==> config.mk <==
export PLATFORM = sky130hd
export DESIGN_NAME = arp_cache_responder
export DESIGN_NICKNAME = d
export VERILOG_FILES = /design/src/design/arpc_pkg.sv /design/src/design/arp_cache_responder.sv /design/src/design/arpc_ram.sv /design/src/design/arpc_front.sv /design/src/design/arpc_back.sv
export SDC_FILE = /design/constraint.sdc
export NUM_CORES = 2
export LEC_CHECK = 0
export ABC_AREA = 1
export BUFFER_PORTS_ARGS = -buffer_cell sky130_fd_sc_hd__buf_2
export CORE_MARGIN = 5
export CORE_UTILIZATION = 35
export CTS_BUF_LIST = sky130_fd_sc_hd__clkbuf_8
export CTS_CLUSTER_DIAMETER = 100
export DETAILED_ROUTE_END_ITERATION = 8
export SLEW_MARGIN = 20
export SYNTH_ARGS = -nofsm -noshare
export SYNTH_HDL_FRONTEND = slang
export SYNTH_SLANG_ARGS = --single-unit
==> constraint.sdc <==
create_clock -name clk -period 16.4 [get_ports clk]
set_clock_uncertainty 0.2 [all_clocks]
set_input_delay 4.1 -clock clk [delete_from_list [all_inputs] [get_ports clk]]
set_output_delay 4.1 -clock clk [all_outputs]
set_load 0.05 [all_outputs]
==> src/design/arpc_pkg.sv <==
`default_nettype none

package arpc_pkg;

	// Received-packet field values that the block accepts.
	localparam logic [15:0] HW_ETHERNET = 16'h0001;
	localparam logic [15:0] PTYPE_IPV4  = 16'h0800;
	localparam logic [15:0] OP_REQUEST  = 16'd1;
	localparam logic [15:0] OP_REPLY    = 16'd2;

	// Operation codes on the transmit side.
	localparam logic [1:0] SEND_OP_NONE    = 2'd0;
	localparam logic [1:0] SEND_OP_REQUEST = 2'd1;
	localparam logic [1:0] SEND_OP_REPLY   = 2'd2;

	localparam logic [47:0] MAC_ALL_ONES = 48'hFFFF_FFFF_FFFF;

	// Input commands.
	localparam logic [1:0] CMD_RX      = 2'd0;
	localparam logic [1:0] CMD_LOOKUP  = 2'd1;
	localparam logic [1:0] CMD_RESOLVE = 2'd2;

	// Configuration register index of the device IP address.
	localparam logic REG_OWN_IP = 1'b0;

	typedef enum logic [2:0] {
		STATUS_OK         = 3'd0,
		STATUS_BAD_HW     = 3'd1,
		STATUS_BAD_PROTO  = 3'd2,
		STATUS_FULL       = 3'd3,
		STATUS_UNKNOWN_OP = 3'd4,
		STATUS_NOT_US     = 3'd5
	} arpc_status_t;

	// What the back end has to do with a queued beat.
	typedef enum logic [1:0] {
		KIND_STATUS  = 2'd0,
		KIND_RESOLVE = 2'd1,
		KIND_LOOKUP  = 2'd2,
		KIND_RX      = 2'd3
	} arpc_kind_t;

	typedef enum logic [1:0] {
		ST_IDLE = 2'd0,
		ST_SCAN = 2'd1,
		ST_LAST = 2'd2,
		ST_DONE = 2'd3
	} arpc_state_t;

	typedef struct packed {
		arpc_kind_t   kind;
		arpc_status_t status;
		logic         op_req;
		logic         op_rep;
		logic         for_us;
		logic [31:0]  key_ip;
		logic [47:0]  mac;
	} arpc_item_t;

	typedef struct packed {
		logic         send_valid;
		logic [1:0]   send_opcode;
		logic [47:0]  send_link_mac;
		logic [47:0]  send_target_mac;
		logic [31:0]  send_target_ip;
		logic         lookup_hit;
		logic [47:0]  lookup_mac;
		arpc_status_t status;
	} arpc_result_t;

endpackage

`default_nettype wire

==> src/design/arp_cache_responder.sv <==
// ARP cache and responder.
// Input channel: one beat carries a command (received ARP packet, cache lookup
// or resolve) with all packet and query fields; a beat is taken when in_valid
// is high and in_stall is low. Output channel: exactly one result beat per
// input beat, in input order, taken when out_valid is high and out_stall low.
// Configuration: cfg_we writes own_ip (index 0) or own_mac (index 1); the
// user must write only while the block is idle, which the block does not
// enforce. own_mac is in no result field, so it is not stored here; the
// transmit path fills in the sender address. A front end checks the header
// fields and decodes the command into a two-beat queue; the back end scans
// the cache, one entry per cycle through a registered-read memory, and
// updates it. Packets and lookups pass through the scan; resolves and
// rejected beats go straight to the result. The back end handles one beat
// at a time, while the queue can take further beats until it is full.
// Reset clears all entry valid bits at once, so no clearing pass is needed.
// A stalled receiver holds the result; the back end then waits with the next
// result and the queue fills, after which in_stall rises.
`default_nettype none

module arp_cache_responder #(
	parameter int CACHE_ENTRIES = 16
) (
	input  wire logic        clk,
	input  wire logic        arst_n,
	input  wire logic        cfg_we,
	input  wire logic        cfg_index,
	input  wire logic [47:0] cfg_data,
	input  wire logic        in_valid,
	output logic             in_stall,
	input  wire logic [1:0]  command,
	input  wire logic [15:0] opcode,
	input  wire logic [15:0] hardware_type,
	input  wire logic [15:0] protocol_type,
	input  wire logic [47:0] sender_mac,
	input  wire logic [31:0] sender_ip,
	input  wire logic [31:0] target_ip,
	input  wire logic [31:0] query_ip,
	output logic             out_valid,
	input  wire logic        out_stall,
	output logic             send_valid,
	output logic [1:0]       send_opcode,
	output logic [47:0]      send_link_mac,
	output logic [47:0]      send_target_mac,
	output logic [31:0]      send_target_ip,
	output logic             lookup_hit,
	output logic [47:0]      lookup_mac,
	output logic [2:0]       status
);

	logic [31:0]            own_ip_q;
	logic                   q_valid;
	logic                   q_pop;
	arpc_pkg::arpc_item_t   q_item;
	arpc_pkg::arpc_result_t result;

	// Device address; only the low 32 bits of the write data are kept.
	always_ff @(posedge clk or negedge arst_n) begin
		if (!arst_n) begin
			own_ip_q <= 32'd0;
		end else if (cfg_we && cfg_index == arpc_pkg::REG_OWN_IP) begin
			own_ip_q <= cfg_data[31:0];
		end
	end

	arpc_front u_front (
		.clk           (clk),
		.arst_n        (arst_n),
		.own_ip        (own_ip_q),
		.in_valid      (in_valid),
		.in_stall      (in_stall),
		.command       (command),
		.opcode        (opcode),
		.hardware_type (hardware_type),
		.protocol_type (protocol_type),
		.sender_mac    (sender_mac),
		.sender_ip     (sender_ip),
		.target_ip     (target_ip),
		.query_ip      (query_ip),
		.q_valid       (q_valid),
		.q_item        (q_item),
		.q_pop         (q_pop)
	);

	arpc_back #(.CACHE_ENTRIES(CACHE_ENTRIES)) u_back (
		.clk        (clk),
		.arst_n     (arst_n),
		.q_valid    (q_valid),
		.q_item     (q_item),
		.q_pop      (q_pop),
		.out_valid  (out_valid),
		.out_stall  (out_stall),
		.out_result (result)
	);

	assign send_valid      = result.send_valid;
	assign send_opcode     = result.send_opcode;
	assign send_link_mac   = result.send_link_mac;
	assign send_target_mac = result.send_target_mac;
	assign send_target_ip  = result.send_target_ip;
	assign lookup_hit      = result.lookup_hit;
	assign lookup_mac      = result.lookup_mac;
	assign status          = result.status;

endmodule

`default_nettype wire

==> src/design/arpc_ram.sv <==
`default_nettype none

module arpc_ram #(
	parameter int WIDTH = 32,
	parameter int DEPTH = 16,
	localparam int AW = (DEPTH > 1) ? $clog2(DEPTH) : 1
) (
	input  wire logic             clk,
	input  wire logic             we,
	input  wire logic [AW-1:0]    waddr,
	input  wire logic [WIDTH-1:0] wdata,
	input  wire logic [AW-1:0]    raddr,
	output logic      [WIDTH-1:0] rdata
);

	logic [WIDTH-1:0] mem [DEPTH];

	always_ff @(posedge clk) begin
		if (we) begin
			mem[waddr] <= wdata;
		end
		rdata <= mem[raddr];
	end

endmodule

`default_nettype wire

==> src/design/arpc_front.sv <==
`default_nettype none

module arpc_front (
	input  wire logic               clk,
	input  wire logic               arst_n,
	input  wire logic [31:0]        own_ip,
	input  wire logic               in_valid,
	output logic                    in_stall,
	input  wire logic [1:0]         command,
	input  wire logic [15:0]        opcode,
	input  wire logic [15:0]        hardware_type,
	input  wire logic [15:0]        protocol_type,
	input  wire logic [47:0]        sender_mac,
	input  wire logic [31:0]        sender_ip,
	input  wire logic [31:0]        target_ip,
	input  wire logic [31:0]        query_ip,
	output logic                    q_valid,
	output arpc_pkg::arpc_item_t    q_item,
	input  wire logic               q_pop
);

	arpc_pkg::arpc_item_t item;
	arpc_pkg::arpc_item_t entry_q [2];
	logic                 wr_ptr_q;
	logic                 rd_ptr_q;
	logic [1:0]           count_q;
	logic                 push;

	// Classification: header checks and command decode happen here, so the
	// back end only sees work that needs the cache or a ready-made answer.
	always_comb begin
		item        = '0;
		item.kind   = arpc_pkg::KIND_STATUS;
		item.status = arpc_pkg::STATUS_OK;
		case (command)
			arpc_pkg::CMD_RX: begin
				if (hardware_type != arpc_pkg::HW_ETHERNET) begin
					item.status = arpc_pkg::STATUS_BAD_HW;
				end else if (protocol_type != arpc_pkg::PTYPE_IPV4) begin
					item.status = arpc_pkg::STATUS_BAD_PROTO;
				end else begin
					item.kind   = arpc_pkg::KIND_RX;
					item.op_req = (opcode == arpc_pkg::OP_REQUEST);
					item.op_rep = (opcode == arpc_pkg::OP_REPLY);
					item.for_us = (target_ip == own_ip);
					item.key_ip = sender_ip;
					item.mac    = sender_mac;
				end
			end
			arpc_pkg::CMD_LOOKUP: begin
				item.kind   = arpc_pkg::KIND_LOOKUP;
				item.key_ip = query_ip;
			end
			arpc_pkg::CMD_RESOLVE: begin
				item.kind   = arpc_pkg::KIND_RESOLVE;
				item.key_ip = query_ip;
			end
			default: begin
				item.status = arpc_pkg::STATUS_UNKNOWN_OP;
			end
		endcase
	end

	assign in_stall = (count_q == 2'd2);
	assign push     = in_valid && !in_stall;
	assign q_valid  = (count_q != 2'd0);
	assign q_item   = entry_q[rd_ptr_q];

	always_ff @(posedge clk or negedge arst_n) begin
		if (!arst_n) begin
			wr_ptr_q <= 1'b0;
			rd_ptr_q <= 1'b0;
			count_q  <= 2'd0;
		end else begin
			if (push) begin
				wr_ptr_q <= !wr_ptr_q;
			end
			if (q_pop) begin
				rd_ptr_q <= !rd_ptr_q;
			end
			if (push && !q_pop) begin
				count_q <= count_q + 2'd1;
			end else if (q_pop && !push) begin
				count_q <= count_q - 2'd1;
			end
		end
	end

	always_ff @(posedge clk) begin
		if (push) begin
			entry_q[wr_ptr_q] <= item;
		end
	end

endmodule

`default_nettype wire

==> src/design/arpc_back.sv <==
`default_nettype none

module arpc_back #(
	parameter int CACHE_ENTRIES = 16
) (
	input  wire logic                  clk,
	input  wire logic                  arst_n,
	input  wire logic                  q_valid,
	input  wire arpc_pkg::arpc_item_t  q_item,
	output logic                       q_pop,
	output logic                       out_valid,
	input  wire logic                  out_stall,
	output arpc_pkg::arpc_result_t     out_result
);

	localparam int IDX_W = (CACHE_ENTRIES > 1) ? $clog2(CACHE_ENTRIES) : 1;
	localparam logic [IDX_W-1:0] LAST_IDX = IDX_W'(CACHE_ENTRIES - 1);

	arpc_pkg::arpc_state_t  state_q;
	arpc_pkg::arpc_state_t  state_d;
	arpc_pkg::arpc_item_t   item_q;
	arpc_pkg::arpc_result_t res_d;
	arpc_pkg::arpc_result_t res_q;

	logic [CACHE_ENTRIES-1:0] valid_q;
	logic [IDX_W-1:0]         idx_q;
	logic [IDX_W-1:0]         idx_s1;
	logic                     rd_vld_s1;
	logic                     found_q;
	logic [IDX_W-1:0]         hit_idx_q;
	logic [47:0]              hit_mac_q;
	logic                     free_q;
	logic [IDX_W-1:0]         free_idx_q;
	logic                     out_valid_q;

	logic                     load;
	logic                     ip_we;
	logic                     mac_we;
	logic [IDX_W-1:0]         wr_idx;
	logic [31:0]              ip_rdata;
	logic [47:0]              mac_rdata;
	logic                     match;
	logic                     empty_slot;

	arpc_ram #(.WIDTH(32), .DEPTH(CACHE_ENTRIES)) u_ip_ram (
		.clk   (clk),
		.we    (ip_we),
		.waddr (wr_idx),
		.wdata (item_q.key_ip),
		.raddr (idx_q),
		.rdata (ip_rdata)
	);

	arpc_ram #(.WIDTH(48), .DEPTH(CACHE_ENTRIES)) u_mac_ram (
		.clk   (clk),
		.we    (mac_we),
		.waddr (wr_idx),
		.wdata (item_q.mac),
		.raddr (idx_q),
		.rdata (mac_rdata)
	);

	assign match      = rd_vld_s1 && valid_q[idx_s1] && (ip_rdata == item_q.key_ip);
	assign empty_slot = rd_vld_s1 && !valid_q[idx_s1];

	always_comb begin
		state_d = state_q;
		case (state_q)
			arpc_pkg::ST_IDLE: begin
				if (q_valid) begin
					if (q_item.kind == arpc_pkg::KIND_RX ||
					    q_item.kind == arpc_pkg::KIND_LOOKUP) begin
						state_d = arpc_pkg::ST_SCAN;
					end else begin
						state_d = arpc_pkg::ST_DONE;
					end
				end
			end
			arpc_pkg::ST_SCAN: begin
				if (idx_q == LAST_IDX) begin
					state_d = arpc_pkg::ST_LAST;
				end
			end
			arpc_pkg::ST_LAST: begin
				state_d = arpc_pkg::ST_DONE;
			end
			arpc_pkg::ST_DONE: begin
				if (load) begin
					state_d = arpc_pkg::ST_IDLE;
				end
			end
			default: begin
				state_d = arpc_pkg::ST_IDLE;
			end
		endcase
	end

	always_comb begin
		q_pop  = (state_q == arpc_pkg::ST_IDLE) && q_valid;
		load   = (state_q == arpc_pkg::ST_DONE) && (!out_valid_q || !out_stall);
		res_d  = '0;
		res_d.status = arpc_pkg::STATUS_OK;
		ip_we  = 1'b0;
		mac_we = 1'b0;
		wr_idx = found_q ? hit_idx_q : free_idx_q;
		case (item_q.kind)
			arpc_pkg::KIND_STATUS: begin
				res_d.status = item_q.status;
			end
			arpc_pkg::KIND_RESOLVE: begin
				res_d.send_valid      = 1'b1;
				res_d.send_opcode     = arpc_pkg::SEND_OP_REQUEST;
				res_d.send_link_mac   = arpc_pkg::MAC_ALL_ONES;
				res_d.send_target_ip  = item_q.key_ip;
			end
			arpc_pkg::KIND_LOOKUP: begin
				res_d.lookup_hit = found_q;
				res_d.lookup_mac = found_q ? hit_mac_q : 48'd0;
			end
			arpc_pkg::KIND_RX: begin
				// A cached sender is refreshed whoever the packet was for.
				mac_we = load && (found_q || (item_q.for_us && free_q));
				ip_we  = load && !found_q && item_q.for_us && free_q;
				if (!item_q.for_us) begin
					res_d.status = arpc_pkg::STATUS_NOT_US;
				end else if (!found_q && !free_q) begin
					res_d.status = arpc_pkg::STATUS_FULL;
				end else if (item_q.op_req) begin
					res_d.send_valid      = 1'b1;
					res_d.send_opcode     = arpc_pkg::SEND_OP_REPLY;
					res_d.send_link_mac   = item_q.mac;
					res_d.send_target_mac = item_q.mac;
					res_d.send_target_ip  = item_q.key_ip;
				end else if (!item_q.op_rep) begin
					res_d.status = arpc_pkg::STATUS_UNKNOWN_OP;
				end
			end
			default: begin
				res_d.status = arpc_pkg::STATUS_UNKNOWN_OP;
			end
		endcase
	end

	always_ff @(posedge clk or negedge arst_n) begin
		if (!arst_n) begin
			state_q     <= arpc_pkg::ST_IDLE;
			valid_q     <= '0;
			rd_vld_s1   <= 1'b0;
			found_q     <= 1'b0;
			free_q      <= 1'b0;
			out_valid_q <= 1'b0;
		end else begin
			state_q   <= state_d;
			rd_vld_s1 <= (state_q == arpc_pkg::ST_SCAN);
			if (q_pop) begin
				found_q <= 1'b0;
				free_q  <= 1'b0;
			end else begin
				if (!found_q && match) begin
					found_q <= 1'b1;
				end
				if (!free_q && empty_slot) begin
					free_q <= 1'b1;
				end
			end
			if (ip_we) begin
				valid_q[wr_idx] <= 1'b1;
			end
			if (load) begin
				out_valid_q <= 1'b1;
			end else if (!out_stall) begin
				out_valid_q <= 1'b0;
			end
		end
	end

	always_ff @(posedge clk) begin
		idx_s1 <= idx_q;
		if (q_pop) begin
			item_q <= q_item;
			idx_q  <= '0;
		end else if (state_q == arpc_pkg::ST_SCAN) begin
			idx_q <= idx_q + 1'b1;
		end
		if (!found_q && match) begin
			hit_idx_q <= idx_s1;
			hit_mac_q <= mac_rdata;
		end
		if (!free_q && empty_slot) begin
			free_idx_q <= idx_s1;
		end
		if (load) begin
			res_q <= res_d;
		end
	end

	assign out_valid  = out_valid_q;
	assign out_result = res_q;

	a_insert_free_slot: assert property (@(posedge clk) disable iff (!arst_n)
		ip_we |-> !valid_q[wr_idx])
		else $error("insert into an occupied cache slot");

	a_insert_writes_mac: assert property (@(posedge clk) disable iff (!arst_n)
		ip_we |-> (mac_we && !found_q))
		else $error("insert without MAC write or despite a hit");

	a_last_compare: assert property (@(posedge clk) disable iff (!arst_n)
		(state_q == arpc_pkg::ST_LAST) |-> (rd_vld_s1 && idx_s1 == LAST_IDX))
		else $error("scan ended before the last entry was compared");

	a_result_loaded: assert property (@(posedge clk) disable iff (!arst_n)
		load |=> (out_valid_q && state_q == arpc_pkg::ST_IDLE))
		else $error("result load did not reach the output register");

endmodule

`default_nettype wire

# Yosys cells after proc, flatten, opt, wreduce, memory -nomap -nowiden

Memories as Yosys holds them, arrays and structs flattened. A register that Yosys moved wholly into a read port is not among the register bits.
Cells that the tools add are included.

$add $sub $neg: 3
Order comparisons: 3
Equality and inequality tests: 22
Muxes and demuxes: 47
Bitwise operators: 5
Reduce and logical (&&, ||, !) cells: 42

Operator list:

| cell                                               | count |
|---|---|
| 2-to-1 mux 131 bit                                 | 3 |
| 2-to-1 mux 83 bit                                  | 2 |
| one-hot mux 32 bit (2 select lines)                | 2 |
| one-hot mux 51 bit (2 select lines)                | 1 |
| == test 32 bit                                     | 2 |
| 2-to-1 mux 48 bit                                  | 1 |
| logical AND 1 bit                                  | 18 |
| 2-to-1 mux 2 bit                                   | 9 |
| 2-to-1 mux 3 bit                                   | 6 |
| == test 16 x 1 -> 1 bit, second input constant     | 1 |
| == test 16 x 2 -> 1 bit, second input constant     | 1 |
| == test 2 bit, second input constant               | 8 |
| 2-to-1 mux 1 bit                                   | 16 |
| != test 16 x 1 -> 1 bit, second input constant     | 1 |
| != test 16 x 12 -> 1 bit, second input constant    | 1 |
| bitwise OR 16 bit                                  | 1 |
| one-hot mux 3 bit (2 select lines)                 | 2 |
| zero test 1 bit                                    | 10 |
| < comparator 4 x 5 -> 1 bit, second input constant | 2 |
| != test 2 x 1 -> 1 bit, second input constant      | 4 |
| one-hot mux 2 bit (4 select lines)                 | 1 |
| nonzero test 2 bit                                 | 4 |
| == test 2 x 1 -> 1 bit, second input constant      | 3 |
| zero test 2 bit                                    | 3 |
| other kinds (15)                                   | 20 |

Flip-flop bits (word level): 393
Bits in writable memories: 1456
Output and inout bits: 185
Word-level logic and storage cells: 155
Memories kept: 3

Memory list:

| name                 | words | width | read ports | clocked after memory_dff | wr ports | line             | RTL |
|---|---|---|---|---|---|---|---|
| u_back.u_mac_ram.mem | 16    | 48    | 1          | 1                        | 1        | arpc_ram.sv:16   | `logic [WIDTH-1:0] mem [DEPTH];` |
| u_back.u_ip_ram.mem  | 16    | 32    | 1          | 1                        | 1        | arpc_ram.sv:16   |  |
| u_front.entry_q      | 2     | 88    | 1          | 0                        | 1        | arpc_front.sv:23 | `arpc_pkg::arpc_item_t entry_q [2];` |

# Depth between registers and ports, before layout

Depth in word-level cells: 9
Depth in mapped cells: 10
Gate-level depth less buffers: 10

# By module

A second synthesis with hierarchy kept.

Cells, all modules: 7212
Area, all modules: 80054.3 µm²

By module, submodules not included:

| module                       | times used | cells an instance | area each (µm²) | sequential area each (µm²) |
|---|---|---|---|---|
| arpc_ram at u_back.u_mac_ram | 1          | 3165              | 33988.8         | 24023.0 |
| arpc_ram at u_back.u_ip_ram  | 1          | 2120              | 22730.6         | 16015.4 |
| arpc_back                    | 1          | 1024              | 13462.9         | 10530.1 |
| arpc_front                   | 1          | 763               | 8501.9          | 5385.2 |
| arp_cache_responder          | 1          | 140               | 1370.1          | 800.8 |

# Worst setup path after synthesis

OpenSTA, ideal clock, no wires.

Kind: input to register
From: in out_stall
To: mem u_back.u_mac_ram.mem[12][0] (enable)
Setup time: 0.454 ns
Arrival time: 16.230 ns
Required time: 15.746 ns
Setup slack: -0.484 ns
Stages on the path: 5
Path buffers: 0
Path through: nand2_1 inv_1 nor2_1 nand3_1 nor2_1

Longest elaborated chain between the ends: 7

Ends and longest elaborated chain:

| element                                | line                      | RTL |
|---|---|---|
| start: declaration                     | arp_cache_responder.sv:39 | `input wire logic out_stall,` |
| zero test 1 bit                        | arpc_back.sv:100          | `load = (state_q == arpc_pkg::ST_DONE) && (!out_valid_q \|\| !out_stall);` |
| logical OR 1 bit                       | arpc_back.sv:100          |  |
| logical AND 1 bit                      | arpc_back.sv:100          |  |
| net u_back.load                        | arpc_back.sv:36           | `logic load;` |
| logical AND 1 bit                      | arpc_back.sv:122          | `mac_we = load && (found_q \|\| (item_q.for_us && free_q));` |
| 2-to-1 mux 1 bit                       | arpc_back.sv:106          | `case (item_q.kind)` |
| 2-to-1 mux 1 bit                       | arpc_ram.sv:19            | `if (we) begin` |
| 2-to-1 mux 1 bit (not written as such) | arpc_ram.sv:20            | `mem[waddr] <= wdata;` |
| end: declaration                       | arpc_ram.sv:16            |  |

The timed path passes the listed nets, and every way through them passes these cells.

# Worst setup path in the final report

From: in out_stall
To: mem u_back.u_mac_ram.mem[12][28] (enable)

The elaborated chain is that of the path after synthesis.

==> out/qor.csv <==
stage,metric,value,unit
detailed_routing,first-pass detailed-route iteration total,6,
global_routing,global-route wire length before repair,286,mm
worst_setup_path,CP required,16.82,ns
detailed_routing,Vias,45400,
cts,cts bufs inserted,338,
global_routing,initial antenna violation count,26,
cts,"Reg clk slew, reported paths",0.05,ns
cts,worst skew pair latency,1.02,ns
floorplan,DIE AREA,0.219,sq mm
place,dpl ws,8.32,ns
cts,# H-tree levels,5,
global_routing,GRT Residual Overflow,0,
cts,number of setup buffers added after CTS,0,
sta,unrepaired setup endpoints after global routing,no,
power,Internal,9.36,mW
sta,Total Neg Setup Slack,0,ns
worst_setup_path,R2R cell count,7,
sta,Max Freq,0.143,GHz
power,clock power share,28.9,%
worst_setup_path,WP buf/inv,3,
synthesis,Mapped Area,0.0734,sq mm
worst_setup_path,most frequent CP cell,nor2_4,
sta,Period minus WS final,6.99,ns
global_routing,vias in the first global route,45700,
synthesis,synthesis warning total,0,
sta,worst slew pin tran,1.12,ns
synthesis,sequential-to-total area share from yosys stat,77.3,%
power,NetSw,4.89,mW
finish,Fill cells,19400,
power,Sw Share,34.3,%
power,Worst IR Drop VDD,0.100,mV
floorplan,IO Pins,433,
sta,Hold Fails Final Rpt,0,
place,I/O Buffers,416,
detailed_routing,Routed WL per cell,21.3,um
worst_setup_path,Worst EP arrival,7.41,ns
sta,Final period util,42.6,%
power,sequential power share,49.3,%
worst_setup_path,critical path class,input pin to flip-flop,
place,RePlAce Congestion,0.893,
floorplan,initial core utilization,35.1,%
detailed_routing,Via density,4.98,
synthesis,count of cell types in the netlist,39,
sta,Slew HR,25.2,%
worst_setup_path,Top Family by Delay on Critical Path,simple AND/OR/NAND/NOR gates,
power,pwr/cell area,168,mW/mm^2
worst_setup_path,Levels on crit path,7,
finish,Nets,6295,
floorplan,Vert. Die Dim,468,um
worst_hold_path,hold path cells,0,
power,Comb power frac,21.9,%
power,Leak,30.3,nW
worst_setup_path,Startpoint Class,input pin,
worst_setup_path,Worst setup EP type,flip-flop,
detailed_routing,drt total wl,194,mm
run_status,outcome,"complete, no violations",
detailed_routing,Remaining DRCs,0,
detailed_routing,Final ANT Viol Nets,0,
worst_hold_path,Hold Crit Class,flip-flop to flip-flop,
cts,Root Driver,clkbuf_8,
sta,Final setup viols,0,
flow_run,# Max-Cap Violations,0,
synthesis,average instance area after synthesis,13.3,sq um
sta,PnR worst setup slack,9.41,ns
cts,Clock Path Buffers,4,
place,post-detail-place hpwl,106,mm
cts,CTS Hold Buffers Added,0,
sta,fin. max-slew vios,0,
cts,post-CTS sizing,0,
synthesis,post-synthesis instance total,5521,
worst_setup_path,max incr delay on CP,0.85,ns
cts,CTS tree,yes,
finish,share of post-route cells with drive strength above 1,16.1,%
worst_setup_path,cells along the critical path,"buf_2, nand2_1, inv_1, nor2_4, nand3_2, nor2_4, buf_4",
floorplan,row cnt,168,
floorplan,die width,468,um
global_routing,largest net degree at the start of global routing,159,
floorplan,core area,0.209,sq mm
cts,CTS Sinks,1929,
detailed_routing,initial DRC count,3866,
worst_setup_path,Critical Path Fanout Max,37,
global_routing,total track usage,17.3,%
worst_setup_path,critical path's slowest cell,nand3_2,
synthesis,#FFs+latches synth,1929,
finish,Layout area overhead,15.6,%
synthesis,Syn Nets,5781,
[synth_stat cells]
library cell	n	area, sq um
a21boi_0	1	7.51
a21oi_1	48	240
a31o_2	1	8.76
and2_0	1	6.26
and2_1	1	6.26
and3_1	1	6.26
buf_1	15	56.3
buf_2	68	340
buf_4	16	120
buf_6	5	56.3
clkbuf_1	217	815
clkbuf_2	1	5.00
clkinv_1	1	3.75
dfrtp_1	58	1450
dfxtp_1	88	1760
edfxtp_1	1783	53500
ha_1	12	150
inv_1	269	1010
inv_2	4	15.0
mux2_2	28	315
nand2_1	662	2480
nand3_1	169	846
nand3b_1	2	15.0
nand4_1	9	56.3
nor2_1	929	3490
nor3_1	8	40.0
nor3_4	1	16.3
nor3b_1	1	7.51
nor4_1	4	25.0
o211ai_1	26	195
o21a_1	2	15.0
o21ai_0	636	3180
o21ai_1	89	445
o221ai_1	134	1170
o22ai_1	186	1160
or2_1	1	6.26
or2_2	14	87.6
xnor2_1	23	201
xor2_1	7	61.3
[routing by layer]
metal | up-vias | global-route usage [%] | wire (um)
met2 | 1707 | 29.0 | 93700
met4 | 8 | 6.12 | 6150
met5 | - | 0 | 53
li1 | 21000 | - | -
met3 | 362 | 3.55 | 13300
met1 | 22400 | 22.4 | 81200
[power groups by stage]
stage / clock [mW] / sequential [mW] / combinational (mW)
final: 4.11 / 7.02 / 3.12
after global routing: 4.45 / 7.09 / 3.43
after CTS: 4.22 / 7.02 / 3.14
after global placement: 0 / 7.08 / 3.09
after detailed placement: 0 / 7.12 / 3.14
after floorplan: 0 / 7.30 / 1.75
[cells in the final DEF (no fill, tap or decap), types with 4 or more instances in the layout]
cell        Yosys  layout
edfxtp_1     1783    1783
nor2_1        929     891
nand2_1       662     661
o21ai_0       636     636
buf_2          68     416
inv_1         269     394
clkbuf_8        0     375
o22ai_1       186     186
nand3_1       169     167
o221ai_1      134     134
o21ai_1        89      89
dfxtp_1        88      85
buf_4          16      79
dfrtp_1        58      57
clkinv_1        1      49
a21oi_1        48      47
nor2_4          0      38
clkinv_2        0      31
mux2_2         28      28
o211ai_1       26      26
xnor2_1        23      23
diode_2         0      17
or2_2          14      14
ha_1           12      12
nand4_1         9       9
nor3_1          8       8
bufinv_16       0       8
xor2_1          7       7
clkinvlp_4      0       6
inv_2           4       4
nor4_1          4       4
[worst paths after layout]
kind	end	startpoint	slack, ns
setup / recovery	u_back.u_mac_ram.mem[12][28]$_DFFE_PP_	out_stall	9.41
hold / removal	u_back.hit_mac_q[43]$_DFFE_PP_	u_back.u_mac_ram.rdata[43]$_DFF_P_	0.20
setup reg to reg	u_back.u_mac_ram.rdata[20]$_DFF_P_	u_back.idx_q[1]$_SDFFE_PP0P_	11.90
hold reg to reg	u_back.hit_mac_q[43]$_DFFE_PP_	u_back.u_mac_ram.rdata[43]$_DFF_P_	0.20
max in group asynchronous	u_front.rd_ptr_q$_DFFE_PN0P_	arst_n	12.27
min in group asynchronous	own_ip_q[31]$_DFFE_PN0P_	arst_n	3.09
[cell families (layout without fill, tap and decap cells)]
logic type	Yosys count	count (layout)	share of synthesized area, %
xor+xnor	30	30	0.358
simple gates	1803	1803	9.66
mux	28	28	0.429
fa+ha+maj	12	12	0.204
other cells	0	17	0
flops	1929	1929	77.3
buf+inv	596	1369	3.30
compound gates	1123	1123	8.76
[flip-flops by register name (all words and copies together), names as in the netlist, 4 cells and up]
register,count
own_ip_q,32
u_back.u_mac_ram.mem,768
u_back.item_q,88
u_back.free_idx_q,4
u_back.idx_s1,4
u_back.idx_q,4
u_back.u_ip_ram.rdata,32
u_back.u_mac_ram.rdata,48
u_back.hit_mac_q,48
u_back.hit_idx_q,4
u_back.valid_q,16
u_back.u_ip_ram.mem,512
u_front.entry_q,176
u_back.out_result,183
[final cells by class]
| class | instances | area, sq um | area share (%) |
|---|---|---|---|
| flip-flops and latches | 1929 | 56800 | 66.9 |
| inverters | 274 | 1050 | 1.24 |
| clock inverters | 224 | 1120 | 1.32 |
| well taps | 2805 | 3510 | 4.13 |
| repair buffers | 496 | 2690 | 3.16 |
| diodes | 17 | 42.5 | 0.0501 |
| multi-input cells | 2996 | 14600 | 17.1 |
| clock buffers | 375 | 5160 | 6.08 |
[stage by stage]
| stage | total power [mW] | cells | hold slack, ns | util, % | instance area [sq um] |
|---|---|---|---|---|---|
| after global placement | 10.2 | 8500 | 0.190 | 37.6 | 78600 |
| final | 14.2 | 9116 | 0.200 | 40.6 | 84900 |
| after global routing | 15.0 | 9111 | 0.201 | 40.6 | 84900 |
| after detailed placement | 10.3 | 8500 | 0.189 | 37.6 | 78600 |
| after floorplan | 9.05 | 5521 | 0.146 | - | 73400 |
| after CTS | 14.4 | 9099 | 0.199 | 40.6 | 84900 |
No activity file was read; power rests on OpenSTA's default activity.
